[config.mk]
export PLATFORM = sky130hd
export DESIGN_NAME = vlot_update
export DESIGN_NICKNAME = d
export VERILOG_FILES = /design/src/rtl/vlot_pkg.sv /design/src/rtl/vlot_update.sv
export SDC_FILE = /design/constraint.sdc
export NUM_CORES = 1
export LEC_CHECK = 0
export CAP_MARGIN = 20
export CORE_MARGIN = 2
export CORE_UTILIZATION = 40
export DETAILED_ROUTE_END_ITERATION = 16
export DONT_BUFFER_PORTS = 1
export PLACE_DENSITY_LB_ADDON = 0.08
export REMOVE_ABC_BUFFERS = 1
export SLEW_MARGIN = 10
export SYNTH_ARGS = -nofsm -noshare
export SYNTH_HDL_FRONTEND = slang
export SYNTH_SLANG_ARGS = --single-unit
[constraint.sdc]
create_clock -name vclk -period 12.7
set_input_delay 1.27 -clock vclk [all_inputs]
set_output_delay 1.27 -clock vclk [all_outputs]
set_load 0.03 [all_outputs]
[src/rtl/vlot_pkg.sv]
// shared types, constants and the hash mix step of the voxel log-odds table
package vlot_pkg;

    localparam int COUNT_W = 13;
    localparam int VALUE_W = 16;
    localparam int EPOCH_W = 4;
    localparam logic [63:0] GOLDEN = 64'h9e3779b97f4a7c15;

    localparam logic [1:0] REQ_QUERY = 2'd0;
    localparam logic [1:0] REQ_MISS  = 2'd1;
    localparam logic [1:0] REQ_HIT   = 2'd2;
    localparam logic [1:0] REQ_CLEAR = 2'd3;

    localparam logic [2:0] CFG_CAPACITY = 3'd0;
    localparam logic [2:0] CFG_HIT      = 3'd1;
    localparam logic [2:0] CFG_MISS     = 3'd2;
    localparam logic [2:0] CFG_FLOOR    = 3'd3;
    localparam logic [2:0] CFG_CEILING  = 3'd4;
    localparam logic [2:0] CFG_OCC      = 3'd5;
    localparam logic [2:0] CFG_FREE     = 3'd6;

    typedef struct packed {
        logic [1:0]         req_type;
        logic signed [15:0] key_x;
        logic signed [15:0] key_y;
        logic signed [15:0] key_z;
    } req_t;

    typedef struct packed {
        logic signed [15:0]   log_odds;
        logic                 occupied;
        logic                 free_flag;
        logic                 dropped;
        logic                 inserted;
        logic [COUNT_W-1:0]   entry_count;
    } rsp_t;

    typedef struct packed {
        logic [COUNT_W-1:0] capacity_limit;
        logic signed [15:0] hit_delta;
        logic signed [15:0] miss_delta;
        logic signed [15:0] floor_log_odds;
        logic signed [15:0] ceiling_log_odds;
        logic signed [15:0] occupied_level;
        logic signed [15:0] free_level;
    } cfg_t;

    function automatic logic [63:0] hash_mix(input logic [63:0] seed, input logic [31:0] c);
        return seed ^ (64'(c) + GOLDEN + (seed << 6) + (seed >> 2));
    endfunction

endpackage

[src/rtl/vlot_update.sv]
// saturating log-odds update and threshold flags
module vlot_update (
    input  vlot_pkg::cfg_t     cfg,
    input  logic               add_en,
    input  logic               is_hit,
    input  logic signed [15:0] base,
    output logic signed [15:0] value,
    output logic               occupied,
    output logic               free_flag
);

    logic signed [16:0] delta;
    logic signed [16:0] sum;
    logic signed [16:0] lo_clamped;
    logic signed [16:0] hi_clamped;

    always_comb
    begin
        delta = is_hit ? 17'(cfg.hit_delta) : 17'(cfg.miss_delta);
        sum = 17'(base) + delta;
        // floor first, then ceiling, so the ceiling wins on crossed bounds
        lo_clamped = (sum < 17'(cfg.floor_log_odds)) ? 17'(cfg.floor_log_odds) : sum;
        hi_clamped = (lo_clamped > 17'(cfg.ceiling_log_odds)) ?
                     17'(cfg.ceiling_log_odds) : lo_clamped;
        value = add_en ? 16'(hi_clamped) : base;
        occupied = (value >= cfg.occupied_level);
        free_flag = (value <= cfg.free_level);
    end

endmodule

==> impl_metrics.csv, run 1 <==
group,metric,value,unit
clock_tree,cts_setup_buffers,0,
critical_path,crit_path_end,"occupied",
cells_and_area,area_delta_synth_final,4.67,%
routing,firstDrtPassIters,4,
die,io_pins,145,
cells_and_area,diodes,0,
die,rows,32,
cells_and_area,final-instance-count-excl-fill,533,
critical_path,crit_top_cell,"ha_1",
sta,fmax,89.3,MHz
worst_hold_path,hp-class,"in2out",
routing,routed_wl,8520,um
clock_tree,cts_resized,0,
cells_and_area,nets,642,
critical_path,crit_slowest_cell,"a21o_1",
sta,finalMaxSlewViolations,0,
cells_and_area,fin_util,43.3,%
critical_path,worstPathArrival,9.93,ns
sta,final.setup.tns,0,ns
global_routing,met3_usage,3.46,%
critical_path,crit_fanout,20,
logic_synthesis,ys_types,58,
global_routing,overflow,0,
cells_and_area,clock_buffer_count,0,
logic_synthesis,ys_seq_area_share,0,%
sta,finalCritPeriodShare,88.2,%
routing,vias,2973,
logic_synthesis,syn_area_per_cell,7.45,um^2
power,ir_drop,0.0539,mV
logic_synthesis,synth_top_area_share,31.6,%
logic_synthesis,yosysWarnings,0,
power,power_density,112,nW/um^2
routing,antenna_left,0,
critical_path,cp_data_required_time,11.43,ns
logic_synthesis,syn_area,3210,um^2
placement,dpl.cell_count,533,
power,leakage,0.00176,uW
critical_path,worst-setup-path-type,"in2out",
run_status,status,"complete, no violations",
sta,setup_violations,0,
routing,drtIter0Drc,70,
job,maxCapViolCount,0,
critical_path,endpoint_kind,"output port",
critical_path,startpoint,"is_hit",
placement,gp_congestion,0.816,
sta,slew_headroom,40.1,%
global_routing,gr-max-usage-layer,"met2",
global_routing,met2_usage,33.7,%
cells_and_area,n_fill_cell,858,
sta,hold_viol,0,
die,die_area,8760,um^2
die,die_x,93.6,um
critical_path,max_stage_delay,0.70,ns
power,power,377,uW
global_routing,grt_pass1_vias,2859,
global_routing,grt_pass1_wl,13600,um
routing,vias_per_cell,5.58,
sta,rsz0062_at_grt,"no",
global_routing,antenna_found_initial,0,
die,start_util,41.3,%
placement,dp_hpwl,7680,um
clock_tree,postCtsHoldBufs,0,
global_routing,grt_max_degree,25,
logic_synthesis,netlist_instances,431,
cells_and_area,seq_cells,0,
cells_and_area,drive_above_1_share,11.1,%
critical_path,start_kind,"input port",
die,dieHeight,93.6,um
cells_and_area,seq_area,0,um^2
die,core,7770,um^2
global_routing,met1_usage,25.2,%
logic_synthesis,synth_area_leader_cell,"ha_1",
sta,period_needed,11.20,ns
cells_and_area,layout_common_cells,"ha_1 (81), inv_1 (67), a21oi_1 (30)",
routing,drc,0,
logic_synthesis,synth_top_cells_by_area,"ha_1 (32%), mux2_2 (9.1%), inv_1 (7.8%), a21oi_1 (4.7%), mux2i_1 (4.1%)",
cells_and_area,final_common_cell,"ha_1",
global_routing,track_usage,18.9,%
sta,worstMarginPinSlew,0.899,ns
placement,port_buffers,0,
routing,wl_per_cell,16.0,um
==> metrics by stage <==
stage | hold WS (ns) | instance area (um^2) | setup WS, ns
final | 2.77 | 3360 | 1.50
after global routing | 2.77 | 3360 | 0.917
after CTS | 2.77 | 3360 | 1.49
after detailed placement | 2.77 | 3360 | 1.53
after global placement | 2.78 | 3360 | 1.56
after floorplan | 2.75 | 3160 | 2.30
==> layer usage <==
metal | vias to the layer above | share of wire (%)
met5 | - | 0
met2 | 82 | 48
met3 | 0 | 7.5
met4 | 0 | 0
li1 | 1573 | -
met1 | 1318 | 45
==> where the power goes <==
group          switching (uW)  leakage (uW)  internal (uW)  total (uW)
Clock                       0             0              0           0
Sequential                  0             0              0           0
Combinational             215       0.00176            162         377
Total                     215       0.00176            162         377
==> worst max-delay path, delay by kind of cell <==
kind                     cells  cell delay (ns)
adder cells (fa/ha/maj)      5             1.56
multiplexers                 3             0.91
XOR/XNOR                     1             0.16
AO/OA/AOI/OAI               18             5.16
AND/OR/NAND/NOR              4             0.87
==> logic make-up after synthesis <==
| group | count (synthesis) | synth area share, % |
|---|---|---|
| AOI/OAI and AO/OA | 115 | 24.5 |
| xor gates and xnor gates | 11 | 3.00 |
| adders and majority gates | 82 | 32.2 |
| buffers and inverters | 77 | 9.47 |
| muxes | 43 | 14.9 |
| and+or+nand+nor | 103 | 15.9 |
==> layout make-up <==
class / count / area (um^2) / area share, %
multi-input cells: 354 / 2910 / 86.5
inverters: 67 / 251 / 7.48
well taps: 102 / 128 / 3.80
repair buffers: 10 / 75.1 / 2.23
==> cells in the mapped netlist (all sizes together) (3+ instances only) <==
cell     count
ha          81
inv         67
a21oi       30
mux2        30
nand2       25
nor2        24
o21ai       21
a21o        17
nand4       16
mux2i       13
nor2b       13
clkbuf       8
o21a         8
nand3        7
nor3         6
xnor2        6
o31ai        5
xor2         5
a31o         4
nand2b       4
a2111oi      3
==> worst min-delay path by stage <==
| stage | from | slack (ns) | cells past startpoint | to |
|---|---|---|---|---|
| after floorplan | add_en | 2.75 | 1 | value[12] |
| after global placement | add_en | 2.78 | 1 | value[0] |
| after detailed placement | add_en | 2.77 | 1 | value[0] |
| after CTS | add_en | 2.77 | 1 | value[0] |
| after global routing | add_en | 2.77 | 1 | value[0] |
| final | add_en | 2.77 | 1 | value[0] |
No activity file was read; power rests on OpenSTA's default activity.
==> inputs of run 2 (changes only) <==
--- a/config.mk
+++ b/config.mk
@@ -5,7 +5,7 @@
 export SDC_FILE = /design/constraint.sdc
 export NUM_CORES = 1
 export LEC_CHECK = 0
-export CAP_MARGIN = 20
+export CAP_MARGIN = 5
 export CORE_MARGIN = 2
 export CORE_UTILIZATION = 40
 export DETAILED_ROUTE_END_ITERATION = 16
==> constraint.sdc (replaced) <==
create_clock -name vclk -period 12.7
set_input_delay 1.27 -clock vclk [all_inputs]
set_output_delay 1.27 -clock vclk [all_outputs]
set_load 0.1 [all_outputs]
==> impl_metrics.csv, run 2 (synthesized netlist as in run 1, its figures left out) <==
group,metric,value,unit
sta,finalCritPeriodShare,90.1,%
power,clkPwrFrac,0,%
die,rows,32,
die,dieHeight,93.6,um
routing,wl_per_cell,16.1,um
cells_and_area,layout_common_cells,"ha_1 (81), inv_1 (67), a21oi_1 (28)",
power,ir_drop,0.0916,mV
worst_hold_path,hp-class,"in2out",
routing,drt-met1-wl,3870,um
routing,vias_per_cell,5.55,
power,power,485,uW
routing,drc,0,
sta,worstMarginPinSlew,0.980,ns
critical_path,cp_data_required_time,11.43,ns
sta,finalMaxSlewViolations,0,
job,maxCapViolCount,0,
power,p_int,173,uW
die,start_util,41.3,%
critical_path,crit_top_cell,"ha_1",
die,die_area,8760,um^2
placement,gp_congestion,0.793,
cells_and_area,drive_above_1_share,14.9,%
placement,dp_hpwl,7720,um
routing,met2_length,4170,um
cells_and_area,seq_cells,0,
clock_tree,postCtsHoldBufs,0,
die,io_pins,145,
global_routing,overflow,0,
die,die_x,93.6,um
clock_tree,cts_setup_buffers,0,
run_status,status,"complete, no violations",
routing,top_layer_used,"met3",
sta,final.setup.tns,0,ns
sta,period_needed,11.44,ns
critical_path,worst-setup-path-type,"in2out",
critical_path,endpoint_kind,"output port",
placement,place_area,3460,um^2
global_routing,grt_max_degree,25,
placement,port_buffers,0,
critical_path,crit_slowest_cell,"a221o_1",
power,p_sw_share,64.3,%
routing,drtIter0Drc,70,
die,core,7770,um^2
global_routing,grt_pass1_wl,14000,um
power,p_comb_share,100.0,%
sta,setup_violations,0,
global_routing,track_usage,19.4,%
clock_tree,cts_resized,0,
critical_path,start_kind,"input port",
cells_and_area,clock_buffer_count,0,
sta,hold_viol,0,
global_routing,grt_pass1_vias,2968,
cells_and_area,diodes,0,
cells_and_area,area_delta_synth_final,7.79,%
power,p_sw,312,uW
routing,firstDrtPassIters,4,
power,seqPwrFrac,0,%
power,power_density,140,nW/um^2
routing,routed_wl,8630,um
cells_and_area,nets,646,
routing,vias,2978,
critical_path,crit_fanout,20,
critical_path,max_stage_delay,0.78,ns
sta,fmax,87.4,MHz
power,leakage,0.00181,uW
cells_and_area,seq_area,0,um^2
cells_and_area,finish.instance_area,3460,um^2
cells_and_area,final_common_cell,"ha_1",
cells_and_area,n_fill_cell,848,
global_routing,antenna_found_initial,0,
routing,met3WireLength,594,um
routing,antenna_left,0,
critical_path,worstPathArrival,10.17,ns
sta,slew_headroom,34.6,%
sta,rsz0062_at_grt,"no",
run 2: changes by cell type in the layout (fill, tap and decap cells not counted), sizes merged:
cell,delta
clkbuf,+1
buf,+3
run 2: routing by layer:
layer  vias to the layer above  track usage [%]
met5                         -                0
met4                         0            0.121
met3                         0             3.30
met2                        84             35.6
met1                      1315             25.3
li1                       1579                -
run 2: final timing paths:
kind / cells past startpoint / to / start
worst max-delay path: 32 / occupied / is_hit
worst min-delay path: 2 / value[2] / add_en
run 2: power by group through the flow:
stage | Combinational (uW) | Clock, uW | Sequential, uW
6_report | 485 | 0 | 0
4_1_cts | 488 | 0 | 0
5_1_grt | 535 | 0 | 0
2_1_floorplan | 388 | 0 | 0
3_5_place_dp | 486 | 0 | 0
3_3_place_gp | 481 | 0 | 0
run 2: layout make-up:
class                           count  area, um^2  area share (%)
Inverter                           67         251            7.26
Multi-Input combinational cell    354        2960            85.5
Tap cell                          102         128            3.69
Timing Repair Buffer               14         123            3.54
run 2: critical path: cells and delay by family:
family / cells / cell delay [ns]
xor+xnor: 1 / 0.15
mux: 3 / 0.94
fa+ha+maj: 5 / 1.51
simple gates: 4 / 0.86
compound gates: 18 / 5.08
buf+inv: 1 / 0.32
run 2: per-stage QoR:
step	util (%)	worst slack, ns	hold WS (ns)	instances
6_report	44.6	1.26	2.80	537
5_1_grt	44.6	0.626	2.81	537
4_1_cts	44.6	1.21	2.80	537
3_5_place_dp	44.6	1.27	2.80	537
3_3_place_gp	44.6	1.32	2.80	537
2_1_floorplan	-	-0.575	2.91	421
==> inputs of run 3 (changes only) <==
==> constraint.sdc (replaced) <==
create_clock -name vclk -period 14.49
set_input_delay 1.449 -clock vclk [all_inputs]
set_output_delay 1.449 -clock vclk [all_outputs]
set_load 0.1 [all_outputs]
==> impl_metrics.csv, run 3 (synthesized netlist as in run 1, its figures left out) <==
group,metric,value,unit
routing,drc,0,
power,power,422,uW
die,die_area,8760,um^2
cells_and_area,diodes,0,
routing,vias,2959,
routing,firstDrtPassIters,4,
placement,dp_hpwl,7660,um
placement,dpl.cell_count,536,
cells_and_area,multiInputGateArea,2960,um^2
routing,routed_wl,8480,um
routing,vias_per_cell,5.52,
critical_path,start_kind,"input port",
sta,finalHoldWorstSlack,3.16,ns
worst_hold_path,hp-class,"in2out",
job,maxCapViolCount,0,
cells_and_area,final-instance-count-excl-fill,536,
global_routing,gr-max-usage-layer,"met2",
global_routing,grt_pass1_vias,2893,
sta,finalCritPeriodShare,81.1,%
sta,finalMaxSlewViolations,0,
placement,port_buffers,0,
cells_and_area,seq_cells,0,
critical_path,worst-setup-path-type,"in2out",
global_routing,antenna_found_initial,0,
critical_path,max_stage_delay,0.78,ns
routing,antenna_left,0,
cells_and_area,seq_area,0,um^2
routing,wl_per_cell,15.8,um
die,core,7770,um^2
global_routing,met2_usage,34.7,%
cells_and_area,nets,645,
die,dieHeight,93.6,um
critical_path,worstPathArrival,10.30,ns
die,start_util,41.3,%
placement,gp_congestion,0.800,
sta,slew_headroom,31.7,%
global_routing,track_usage,18.9,%
cells_and_area,layout_common_cells,"ha_1 (81), inv_1 (67), a21oi_1 (28)",
global_routing,met1_usage,24.4,%
sta,final.setup.tns,0,ns
global_routing,overflow,0,
global_routing,met3_usage,3.63,%
sta,worstMarginPinSlew,1.02,ns
clock_tree,cts_resized,0,
cells_and_area,drive_above_1_share,14.7,%
clock_tree,postCtsHoldBufs,0,
sta,period_needed,11.75,ns
sta,setup_violations,0,
critical_path,crit_top_cell,"ha_1",
power,ir_drop,0.0795,mV
run_status,status,"complete, no violations",
critical_path,cp_data_required_time,13.04,ns
sta,rsz0062_at_grt,"no",
cells_and_area,clock_buffer_count,0,
routing,drtIter0Drc,80,
die,rows,32,
critical_path,crit_fanout,20,
sta,fmax,85.1,MHz
die,io_pins,145,
cells_and_area,n_fill_cell,855,
critical_path,endpoint_kind,"output port",
global_routing,grt_max_degree,25,
critical_path,crit_slowest_cell,"a221o_1",
clock_tree,cts_setup_buffers,0,
global_routing,grt_pass1_wl,13600,um
power,power_density,122,nW/um^2
cells_and_area,final_common_cell,"ha_1",
power,leakage,0.00180,uW
cells_and_area,area_delta_synth_final,7.56,%
die,die_x,93.6,um
sta,hold_viol,0,
cells_and_area,fin_util,44.5,%
[run 3: area by class of cell]
type                       instances  area share, %
tap                              102           3.69
timing repair buffer              13           3.33
multi-input combinational        354           85.7
inverter                          67           7.28
[run 3: worst max-delay path: cells and delay by family]
kind	cells	cell delay, ns
adder cells (fa/ha/maj)	5	1.51
AND/OR/NAND/NOR	4	0.86
AO/OA/AOI/OAI	18	5.06
buffers and inverters	1	0.32
multiplexers	3	0.94
XOR/XNOR	1	0.15
[run 3: path summary, 6_finish.rpt]
kind | start | to | slack, ns | cells past startpoint
max | is_hit | occupied | 2.74 | 32
min | add_en | value[2] | 3.16 | 2
[run 3: through the flow]
step | setup WS [ns] | cell area, um^2
3_3_place_gp | 2.74 | 3450
6_report | 2.74 | 3450
2_1_floorplan | 0.857 | 3160
4_1_cts | 2.74 | 3450
3_5_place_dp | 2.79 | 3450
5_1_grt | 2.19 | 3450
[run 3: report_power, final]
part	total, uW	switching, uW	internal, uW
clock network	0	0	0
registers	0	0	0
logic	422	272	150
[run 3: layer usage]
metal | wire (um) | part of all wire (%)
met5 | 0 | 0
met2 | 4070 | 48
met4 | 0 | 0
met1 | 3800 | 45
met3 | 617 | 7.3
